### src/hw/rtl/assert_macros.svh
// assertion macros shared by the rtl files of the positional insert/delete array
// depends on nothing; the including module must have clk and rst_n in scope
`ifndef ASSERT_MACROS_SVH
`define ASSERT_MACROS_SVH

// same-cycle implication, checked out of reset
`define PIDA_ASSERT_IMPLY(label, pre, post, msg) \
    label: assert property (@(posedge clk) disable iff (!rst_n) (pre) |-> (post)) \
        else $error(msg);

// next-cycle implication, checked out of reset
`define PIDA_ASSERT_NEXT(label, pre, post, msg) \
    label: assert property (@(posedge clk) disable iff (!rst_n) (pre) |=> (post)) \
        else $error(msg);

`endif

### src/hw/rtl/pida_pkg.sv
// types and codes of the positional insert/delete array
// depends on nothing; used by pida_mem and positional_insert_delete_array_top
`default_nettype none

package pida_pkg;

    localparam int WORD_W = 32;

    // operation codes of a request
    typedef enum logic [2:0] {
        OP_APPEND    = 3'd0,
        OP_REMOVE    = 3'd1,
        OP_INSERT    = 3'd2,
        OP_ERASE_ONE = 3'd3,
        OP_ERASE_RNG = 3'd4,
        OP_CLEAR     = 3'd5,
        OP_ACCESS    = 3'd6
    } op_t;

    // result status codes
    typedef enum logic [1:0] {
        ST_OK     = 2'd0,
        ST_FULL   = 2'd1,
        ST_BADIDX = 2'd2,
        ST_EMPTY  = 2'd3
    } status_t;

    // sequencer states, one-hot
    typedef enum logic [4:0] {
        S_IDLE = 5'b00001,
        S_UP   = 5'b00010,
        S_PUT  = 5'b00100,
        S_DOWN = 5'b01000,
        S_RD   = 5'b10000
    } state_t;

endpackage

`default_nettype wire

### src/hw/rtl/pida_mem.sv
// entry store: one write port and one registered read port
// depends on pida_pkg for the word width
`default_nettype none

module pida_mem #(
    parameter int DEPTH = 16,
    parameter int AW    = 4
) (
    input  wire logic                        clk,
    input  wire logic [AW-1:0]               rd_addr,
    output logic      [pida_pkg::WORD_W-1:0] rd_data,
    input  wire logic                        wr_en,
    input  wire logic [AW-1:0]               wr_addr,
    input  wire logic [pida_pkg::WORD_W-1:0] wr_data
);

    logic [pida_pkg::WORD_W-1:0] mem [DEPTH];

    // write port
    always_ff @(posedge clk)
    begin
        if (wr_en)
        begin
            mem[wr_addr] <= wr_data;
        end
    end

    // read port, registered
    always_ff @(posedge clk)
    begin
        rd_data <= mem[rd_addr];
    end

endmodule

`default_nettype wire

### src/hw/rtl/positional_insert_delete_array_top.sv
// top level of the positional insert/delete array: request decode and shift sequencer
// depends on pida_pkg, pida_mem and assert_macros.svh
`default_nettype none

// A request is taken when start is high and busy is low; exactly one result
// follows, shown for one cycle with done high, and it cannot be held off.
// Append, remove last, clear, write and every refused request answer in the
// cycle after start without raising busy. A read waits in S_RD for the
// registered store data. Insert moves the entries from position to the end up
// one slot in S_UP, one entry per cycle through the store's one read port and
// one write port, then drops the new word in S_PUT; an insert at the end is an
// append and answers without raising busy. Erase moves the entries behind the
// erased ones down in S_DOWN, one per cycle, so erasing the tail moves nothing
// and answers without raising busy. Clear only resets the element count; slots
// beyond the count are never read, so no clearing pass runs after reset.

`include "assert_macros.svh"

module positional_insert_delete_array_top #(
    parameter int CAPACITY = 16
) (
    input  wire logic               clk,
    input  wire logic               rst_n,
    input  wire logic               start,
    output logic                    busy,
    input  wire logic        [2:0]  op,
    input  wire logic               write_enable,
    input  wire logic        [4:0]  position,
    input  wire logic        [3:0]  range_end,
    input  wire logic signed [31:0] value,
    output logic                    done,
    output logic signed [31:0]      read_word,
    output logic             [4:0]  count,
    output logic             [1:0]  status
);

    localparam int AW = (CAPACITY > 1) ? $clog2(CAPACITY) : 1;
    localparam int CW = $clog2(CAPACITY + 1);
    localparam int XW = (CW > 5) ? CW : 5;

    pida_pkg::state_t              state_reg, state_next;
    logic [CW-1:0]                 count_reg, count_next;
    logic [AW-1:0]                 cursor_reg, cursor_next;
    logic [AW-1:0]                 pos_reg, pos_next;
    logic [XW-1:0]                 gap_reg, gap_next;
    logic [pida_pkg::WORD_W-1:0]   value_reg, value_next;
    logic                          done_reg, done_next;
    logic [pida_pkg::WORD_W-1:0]   read_word_reg, read_word_next;
    pida_pkg::status_t             status_reg, status_next;

    logic [AW-1:0]                 mem_rd_addr;
    logic [pida_pkg::WORD_W-1:0]   mem_rd_data;
    logic                          mem_wr_en;
    logic [AW-1:0]                 mem_wr_addr;
    logic [pida_pkg::WORD_W-1:0]   mem_wr_data;

    logic [XW-1:0]                 cnt_x;
    logic [XW-1:0]                 pos_x;
    logic [XW-1:0]                 last_x;
    logic [XW-1:0]                 gap_x;
    logic [XW-1:0]                 src_x;
    logic                          is_full;
    logic                          is_empty;

    logic                          clear_taken;
    logic                          empty_answer;
    logic                          read_ending;

    // entry store
    pida_mem #(
        .DEPTH (CAPACITY),
        .AW    (AW)
    ) u_mem (
        .clk     (clk),
        .rd_addr (mem_rd_addr),
        .rd_data (mem_rd_data),
        .wr_en   (mem_wr_en),
        .wr_addr (mem_wr_addr),
        .wr_data (mem_wr_data)
    );

    // common index arithmetic in one width
    assign cnt_x    = XW'(count_reg);
    assign pos_x    = XW'(position);
    assign last_x   = (op == pida_pkg::OP_ERASE_ONE) ? pos_x : XW'(range_end);
    assign gap_x    = last_x - pos_x + XW'(1);
    assign src_x    = last_x + XW'(1);
    assign is_full  = (cnt_x == XW'(CAPACITY));
    assign is_empty = (cnt_x == '0);

    // request decode and shift sequencer
    always_comb
    begin
        state_next     = state_reg;
        count_next     = count_reg;
        cursor_next    = cursor_reg;
        pos_next       = pos_reg;
        gap_next       = gap_reg;
        value_next     = value_reg;
        done_next      = 1'b0;
        read_word_next = '0;
        status_next    = pida_pkg::ST_OK;
        mem_rd_addr    = cursor_reg;
        mem_wr_en      = 1'b0;
        mem_wr_addr    = cursor_reg;
        mem_wr_data    = value;

        unique case (state_reg)
            pida_pkg::S_IDLE:
            begin
                if (start)
                begin
                    unique case (pida_pkg::op_t'(op))
                        pida_pkg::OP_APPEND:
                        begin
                            done_next = 1'b1;
                            if (is_full)
                            begin
                                status_next = pida_pkg::ST_FULL;
                            end
                            else
                            begin
                                mem_wr_en   = 1'b1;
                                mem_wr_addr = AW'(count_reg);
                                count_next  = CW'(cnt_x + XW'(1));
                            end
                        end
                        pida_pkg::OP_REMOVE:
                        begin
                            done_next = 1'b1;
                            if (is_empty)
                            begin
                                status_next = pida_pkg::ST_EMPTY;
                            end
                            else
                            begin
                                count_next = CW'(cnt_x - XW'(1));
                            end
                        end
                        pida_pkg::OP_INSERT:
                        begin
                            if (pos_x > cnt_x)
                            begin
                                done_next   = 1'b1;
                                status_next = pida_pkg::ST_BADIDX;
                            end
                            else if (is_full)
                            begin
                                done_next   = 1'b1;
                                status_next = pida_pkg::ST_FULL;
                            end
                            else if (pos_x == cnt_x)
                            begin
                                done_next   = 1'b1;
                                mem_wr_en   = 1'b1;
                                mem_wr_addr = AW'(pos_x);
                                count_next  = CW'(cnt_x + XW'(1));
                            end
                            else
                            begin
                                mem_rd_addr = AW'(cnt_x - XW'(1));
                                cursor_next = AW'(cnt_x - XW'(1));
                                pos_next    = AW'(pos_x);
                                value_next  = value;
                                state_next  = pida_pkg::S_UP;
                            end
                        end
                        pida_pkg::OP_ERASE_ONE, pida_pkg::OP_ERASE_RNG:
                        begin
                            if (is_empty)
                            begin
                                done_next   = 1'b1;
                                status_next = pida_pkg::ST_EMPTY;
                            end
                            else if (pos_x > last_x || last_x >= cnt_x)
                            begin
                                done_next   = 1'b1;
                                status_next = pida_pkg::ST_BADIDX;
                            end
                            else if (src_x == cnt_x)
                            begin
                                done_next  = 1'b1;
                                count_next = CW'(cnt_x - gap_x);
                            end
                            else
                            begin
                                mem_rd_addr = AW'(src_x);
                                cursor_next = AW'(src_x);
                                gap_next    = gap_x;
                                state_next  = pida_pkg::S_DOWN;
                            end
                        end
                        pida_pkg::OP_CLEAR:
                        begin
                            done_next  = 1'b1;
                            count_next = '0;
                        end
                        pida_pkg::OP_ACCESS:
                        begin
                            if (is_empty)
                            begin
                                done_next   = 1'b1;
                                status_next = pida_pkg::ST_EMPTY;
                            end
                            else if (pos_x >= cnt_x)
                            begin
                                done_next   = 1'b1;
                                status_next = pida_pkg::ST_BADIDX;
                            end
                            else if (write_enable)
                            begin
                                done_next   = 1'b1;
                                mem_wr_en   = 1'b1;
                                mem_wr_addr = AW'(pos_x);
                            end
                            else
                            begin
                                mem_rd_addr = AW'(pos_x);
                                state_next  = pida_pkg::S_RD;
                            end
                        end
                        default:
                        begin
                            done_next = 1'b1;
                        end
                    endcase
                end
            end

            // move one entry up per cycle, from the end down to position
            pida_pkg::S_UP:
            begin
                mem_wr_en   = 1'b1;
                mem_wr_addr = cursor_reg + AW'(1);
                mem_wr_data = mem_rd_data;
                if (cursor_reg == pos_reg)
                begin
                    state_next = pida_pkg::S_PUT;
                end
                else
                begin
                    cursor_next = cursor_reg - AW'(1);
                    mem_rd_addr = cursor_reg - AW'(1);
                end
            end

            // drop the new word into the opened slot
            pida_pkg::S_PUT:
            begin
                mem_wr_en   = 1'b1;
                mem_wr_addr = pos_reg;
                mem_wr_data = value_reg;
                count_next  = CW'(cnt_x + XW'(1));
                done_next   = 1'b1;
                state_next  = pida_pkg::S_IDLE;
            end

            // move one entry down by the gap per cycle, up to the end
            pida_pkg::S_DOWN:
            begin
                mem_wr_en   = 1'b1;
                mem_wr_addr = AW'(XW'(cursor_reg) - gap_reg);
                mem_wr_data = mem_rd_data;
                if (XW'(cursor_reg) + XW'(1) == cnt_x)
                begin
                    count_next = CW'(cnt_x - gap_reg);
                    done_next  = 1'b1;
                    state_next = pida_pkg::S_IDLE;
                end
                else
                begin
                    cursor_next = cursor_reg + AW'(1);
                    mem_rd_addr = cursor_reg + AW'(1);
                end
            end

            // read data is back from the store
            pida_pkg::S_RD:
            begin
                read_word_next = mem_rd_data;
                done_next      = 1'b1;
                state_next     = pida_pkg::S_IDLE;
            end

            default:
            begin
                state_next = pida_pkg::S_IDLE;
            end
        endcase
    end

    // control registers
    always_ff @(posedge clk or negedge rst_n)
    begin
        if (!rst_n)
        begin
            state_reg <= pida_pkg::S_IDLE;
            count_reg <= '0;
            done_reg  <= 1'b0;
        end
        else
        begin
            state_reg <= state_next;
            count_reg <= count_next;
            done_reg  <= done_next;
        end
    end

    // payload registers
    always_ff @(posedge clk)
    begin
        cursor_reg    <= cursor_next;
        pos_reg       <= pos_next;
        gap_reg       <= gap_next;
        value_reg     <= value_next;
        read_word_reg <= read_word_next;
        status_reg    <= status_next;
    end

    // outputs
    assign busy      = (state_reg != pida_pkg::S_IDLE);
    assign done      = done_reg;
    assign read_word = read_word_reg;
    assign count     = cnt_x[4:0];
    assign status    = status_reg;

    // conditions watched by the checks
    assign clear_taken  = start && !busy && (op == pida_pkg::OP_CLEAR);
    assign empty_answer = done_reg && (status_reg == pida_pkg::ST_EMPTY);
    assign read_ending  = (state_reg == pida_pkg::S_RD);

    // checks
    `PIDA_ASSERT_NEXT(a_clear_one_cycle, clear_taken, done && count_reg == '0, "clear not answered")
    `PIDA_ASSERT_IMPLY(a_empty_status, empty_answer, count_reg == '0, "empty status with entries")
    `PIDA_ASSERT_IMPLY(a_no_write_on_read, read_ending, !mem_wr_en, "store written during a read")
    `PIDA_ASSERT_IMPLY(a_count_bound, 1'b1, cnt_x <= XW'(CAPACITY), "count above capacity")

endmodule

`default_nettype wire
### config.mk
export PLATFORM = sky130hd
export DESIGN_NAME = positional_insert_delete_array_top
export DESIGN_NICKNAME = d
export VERILOG_FILES = /design/src/hw/rtl/pida_pkg.sv /design/src/hw/rtl/pida_mem.sv /design/src/hw/rtl/positional_insert_delete_array_top.sv
export VERILOG_INCLUDE_DIRS = /design/src /design/src/hw/rtl
export SDC_FILE = /design/constraint.sdc
export NUM_CORES = 1
export LEC_CHECK = 0
export BUFFER_PORTS_ARGS = -buffer_cell sky130_fd_sc_hd__buf_2
export CORE_MARGIN = 3
export CORE_UTILIZATION = 40
export CTS_BUF_LIST = sky130_fd_sc_hd__clkbuf_8
export DETAILED_ROUTE_END_ITERATION = 12
export HOLD_SLACK_MARGIN = 0.06
export MAX_ROUTING_LAYER = met4
export PLACE_DENSITY = 0.56
export SLEW_MARGIN = 10
export SYNTH_ARGS = -nofsm -noshare
export SYNTH_HDL_FRONTEND = slang
export SYNTH_SLANG_ARGS = --single-unit
### constraint.sdc
create_clock -name clk -period 8.4 [get_ports clk]
set_clock_uncertainty 0.05 [all_clocks]
set_input_delay 0.42 -clock clk [delete_from_list [all_inputs] [get_ports clk]]
set_output_delay 0.42 -clock clk [all_outputs]
set_load 0.01 [all_outputs]
==> metrics.md <==
| Metric | Value |
|---|---|
| Internal power | 6.82 mW |
| Pwr dens | 351 mW/mm² |
| Post-synth EDFFs | 557 |
| CP arrival | 5.64 ns |
| Most frequent cells in the layout | 557 x edfxtp_1, 271 x nand2_1, 166 x mux2i_1, 136 x a21oi_1, 117 x clkbuf_8 |
| Critical path required time | 8.68 ns |
| Site Rows | 94 |
| DR WL/cell | 23.6 µm |
| Largest net degree at the start of global routing | 166 |
| Relative slew margins | 27.3% |
| Seq/Total Area, Yosys | 68.3% |
| Root Buffer Master | clkbuf_8 |
| Core Area | 0.0661 mm² |
| Die outline height | 265 µm |
| Least-Margin Pin Slew | 1.09 ns |
| Crit-path cells | buf_4 > inv_1 > ha_1 > a21o_1 > a21oi_1 > o2111ai_1 > a21oi_1 > a22oi_1 > o311ai_0 > nand2_1 > nor2b_4 > buf_4 |
| Final hold vios | 0 |
| Max reg flops | 512 |
| Final setup violation count | 0 |
| Clock latency at the later pin of the worst-skew pair | 0.70 ns |
| Cell Area, Synth | 0.0268 mm² |
| Library cells used by synthesis | 73 |
| First-pass GRT wire length | 107 mm |
| Tmin final | 5.35 ns |
| Post-synthesis average cell area | 13.8 µm² |
| Core Util, Final | 46.5% |
| Reg clk slew, reported paths | 0.06 ns |
| Overflow after GRT | 0 |
| Critical path class | flop to flop |
| Layout cells sized above 1 | 14.4% |
| CTS max path bufs | 3 |
| Largest family of logic cells by synthesized area | compound AO/OA/AOI/OAI gates |
| Total power | 10.8 mW |
| VDD IR-drop max | 0.296 mV |
| Sw frac | 36.7% |
| Synthesized Nets | 2035 |
| Routed vias | 16.9k |
| Total GRT Usage | 20.9% |
| Dominant synthesized flop cell | edfxtp_1 |
| Combinational power share | 34.9% |
| Setup_tns | 0 ns |
| Post-synthesis xor/xnor area fraction | 1.31% |
| Area leader, netlist | edfxtp_1 |
| Register bit total from synthesis | 634 |
| Crit end category | flop |
| Post-DRT Antenna Nets | 0 |
| Post-synthesis adder-cell area fraction | 1.90% |
| Area grow syn2layout | 14.6% |
| Synth Area in Compound Gates | 10.6% |
| IO buf count | 88 |
| CP max stage cell | o311ai_0 |
| Post-route DRC | 0 |
| Die span in x | 265 µm |
| Routability-driven placement congestion ratio | 0.896 |
| Final nets | 2185 |
| Crit share post-route | 63.7% |
| LEAKAGE | 11.3 nW |
| Ys Warns | 0 |
| Ports | 89 |
| Max capacitance violation total | 0 |
| Async SR Flop Fraction | 1.74% |
| Clock share of power | 25.7% |
| Vias in the first global route | 16.4k |
| Crit path max fanout | 17 |
| CP startpoint kind | flop |
| Hold Path Class | primary input to flop |
| Die area | 0.0702 mm² |
| Largest cells by area after synthesis | edfxtp_1 62%, mux2i_1 6.2%, dfxtp_1 4.9% |
| Post-Synth Simple-Gate Area | 8.63% |
| DRT iter0 DRCs | 1466 |
| Initial antenna violation count | 1 |
| Sink Count | 634 |
| Kind of cell adding the most delay to the critical path | compound AO/OA/AOI/OAI gates |
| Power share of the sequential group | 39.4% |
| Top-area cell type share of the netlist area | 62.4% |
| RSZ-0062 raised after global routing | no |
| CTS tree | done |
| Syn Inst Count | 1948 |
| Vias/cell | 5.53 |
| Number of CTS-inserted buffers | 106 |
| Routed wire length | 72.1 mm |
| CP max stage delay | 0.86 ns |
| Drt pass-1 iters | 5 |
| Max-slew violation count | 0 |
| H-tree depth | 3 |
| Psw | 3.95 mW |
| Status | finished, final reports clean |
| Mux share of post-synthesis cell area | 6.36% |
| Initial core utilization | 40.6% |
| Post-DP HPWL | 39.9 mm |
| Largest reg by FF count | u_mem.mem |
| Commonest non-fill, non-tap cell in the layout | edfxtp_1 |
| Fmax | 187 MHz |
| Critical path buffers and inverters | 3 |
[power groups by stage]
stage / clock network (mW) / registers, mW / logic (mW)
6_report: 2.77 / 4.24 / 3.76
5_1_grt: 3.00 / 4.27 / 4.10
4_1_cts: 2.85 / 4.24 / 3.78
3_5_place_dp: 0 / 4.30 / 3.74
3_3_place_gp: 0 / 4.30 / 3.70
2_1_floorplan: 0 / 4.23 / 2.68
[final cells by class]
type / count / area [µm²]
Fill cell: 5907 / 35400
Antenna cell: 1 / 2.50
Multi-Input combinational cell: 1156 / 7850
Clock inverter: 84 / 578
Clock buffer: 117 / 1610
Timing Repair Buffer: 166 / 1160
Sequential cell: 634 / 18300
Inverter: 34 / 128
Tap cell: 864 / 1080
[worst paths after layout]
kind | start | to | slack [ns] | depth (start not counted)
max | count[3]$_DFFE_PN0P_ | u_mem.mem[15][13]$_DFFE_PP_ | 3.05 | 12
min | write_enable | state_reg[4]$_DFFE_PN0P_ | 0.15 | 3
max reg2reg | count[3]$_DFFE_PN0P_ | u_mem.mem[15][13]$_DFFE_PP_ | 3.05 | 12
min reg2reg | u_mem.rd_data[24]$_DFF_P_ | read_word[24]$_SDFF_PP0_ | 0.41 | 1
max in group asynchronous | rst_n | count[0]$_DFFE_PN0P_ | 7.07 | 3
min in group asynchronous | rst_n | state_reg[0]$_DFFE_PN1P_ | 0.21 | 2
[cells in the mapped netlist, types with 8 or more instances]
master / number
a21o_1: 9
a21oi_1: 136
a221o_1: 67
a22oi_1: 70
a32oi_1: 31
and2_1: 44
and3_1: 8
buf_2: 54
buf_4: 12
buf_6: 8
clkbuf_1: 42
dfrtp_1: 10
dfxtp_1: 66
edfxtp_1: 557
ha_1: 36
inv_1: 33
mux2i_1: 166
nand2_1: 273
nand3_1: 49
nor2_1: 57
nor2b_1: 11
nor3_1: 18
o21ai_0: 27
xnor2_1: 24
xor2_1: 16
[what timing repair did]
item | CTS | global route
buffers inserted | 0 | 0
endpoints found under the hold margin | 47 | 0
hold buffers | 38 | 0
setup endpoints to repair | 0 | 0
resized for setup | 0 | 0
[cells by family (layout without fill, tap and decap cells)]
logic type,after synthesis,count (layout)
flip-flops,634,634
other,0,1
AO/OA/AOI/OAI,400,400
AND/OR/NAND/NOR,508,508
buffers and inverters,158,401
adder cells (fa/ha/maj),39,39
XOR/XNOR,40,40
multiplexers,169,169
[metrics by stage]
stage / hold slack (ns) / cells / worst slack [ns] / instance area, µm²
3_3_place_gp: 0.277 / 2816 / 2.56 / 28200
2_1_floorplan: 0.0744 / 1948 / 3.42 / 26800
5_1_grt: 0.0968 / 3056 / 2.72 / 30700
6_report: 0.148 / 3056 / 3.05 / 30700
4_1_cts: 0.0775 / 3055 / 3.12 / 30700
3_5_place_dp: 0.281 / 2816 / 2.43 / 28200
[layer usage]
layer	track usage [%]	part of all wire (%)	vias to the layer above
met5	-	0	-
met4	6.56	2.5	0
met3	3.42	5.5	137
met2	31.4	46	527
met1	29.2	46	8496
li1	-	-	7752
[worst register-to-register path, stage by stage (launching register included)]
cell	delay, ns
dfrtp_1	0.36
buf_4	0.21
inv_1	0.29
ha_1	0.31
a21o_1	0.16
a21oi_1	0.38
o2111ai_1	0.21
a21oi_1	0.45
a22oi_1	0.18
o311ai_0	0.86
nand2_1	0.32
nor2b_4	0.75
buf_4	0.48
Power figures use the tool's default switching activity.
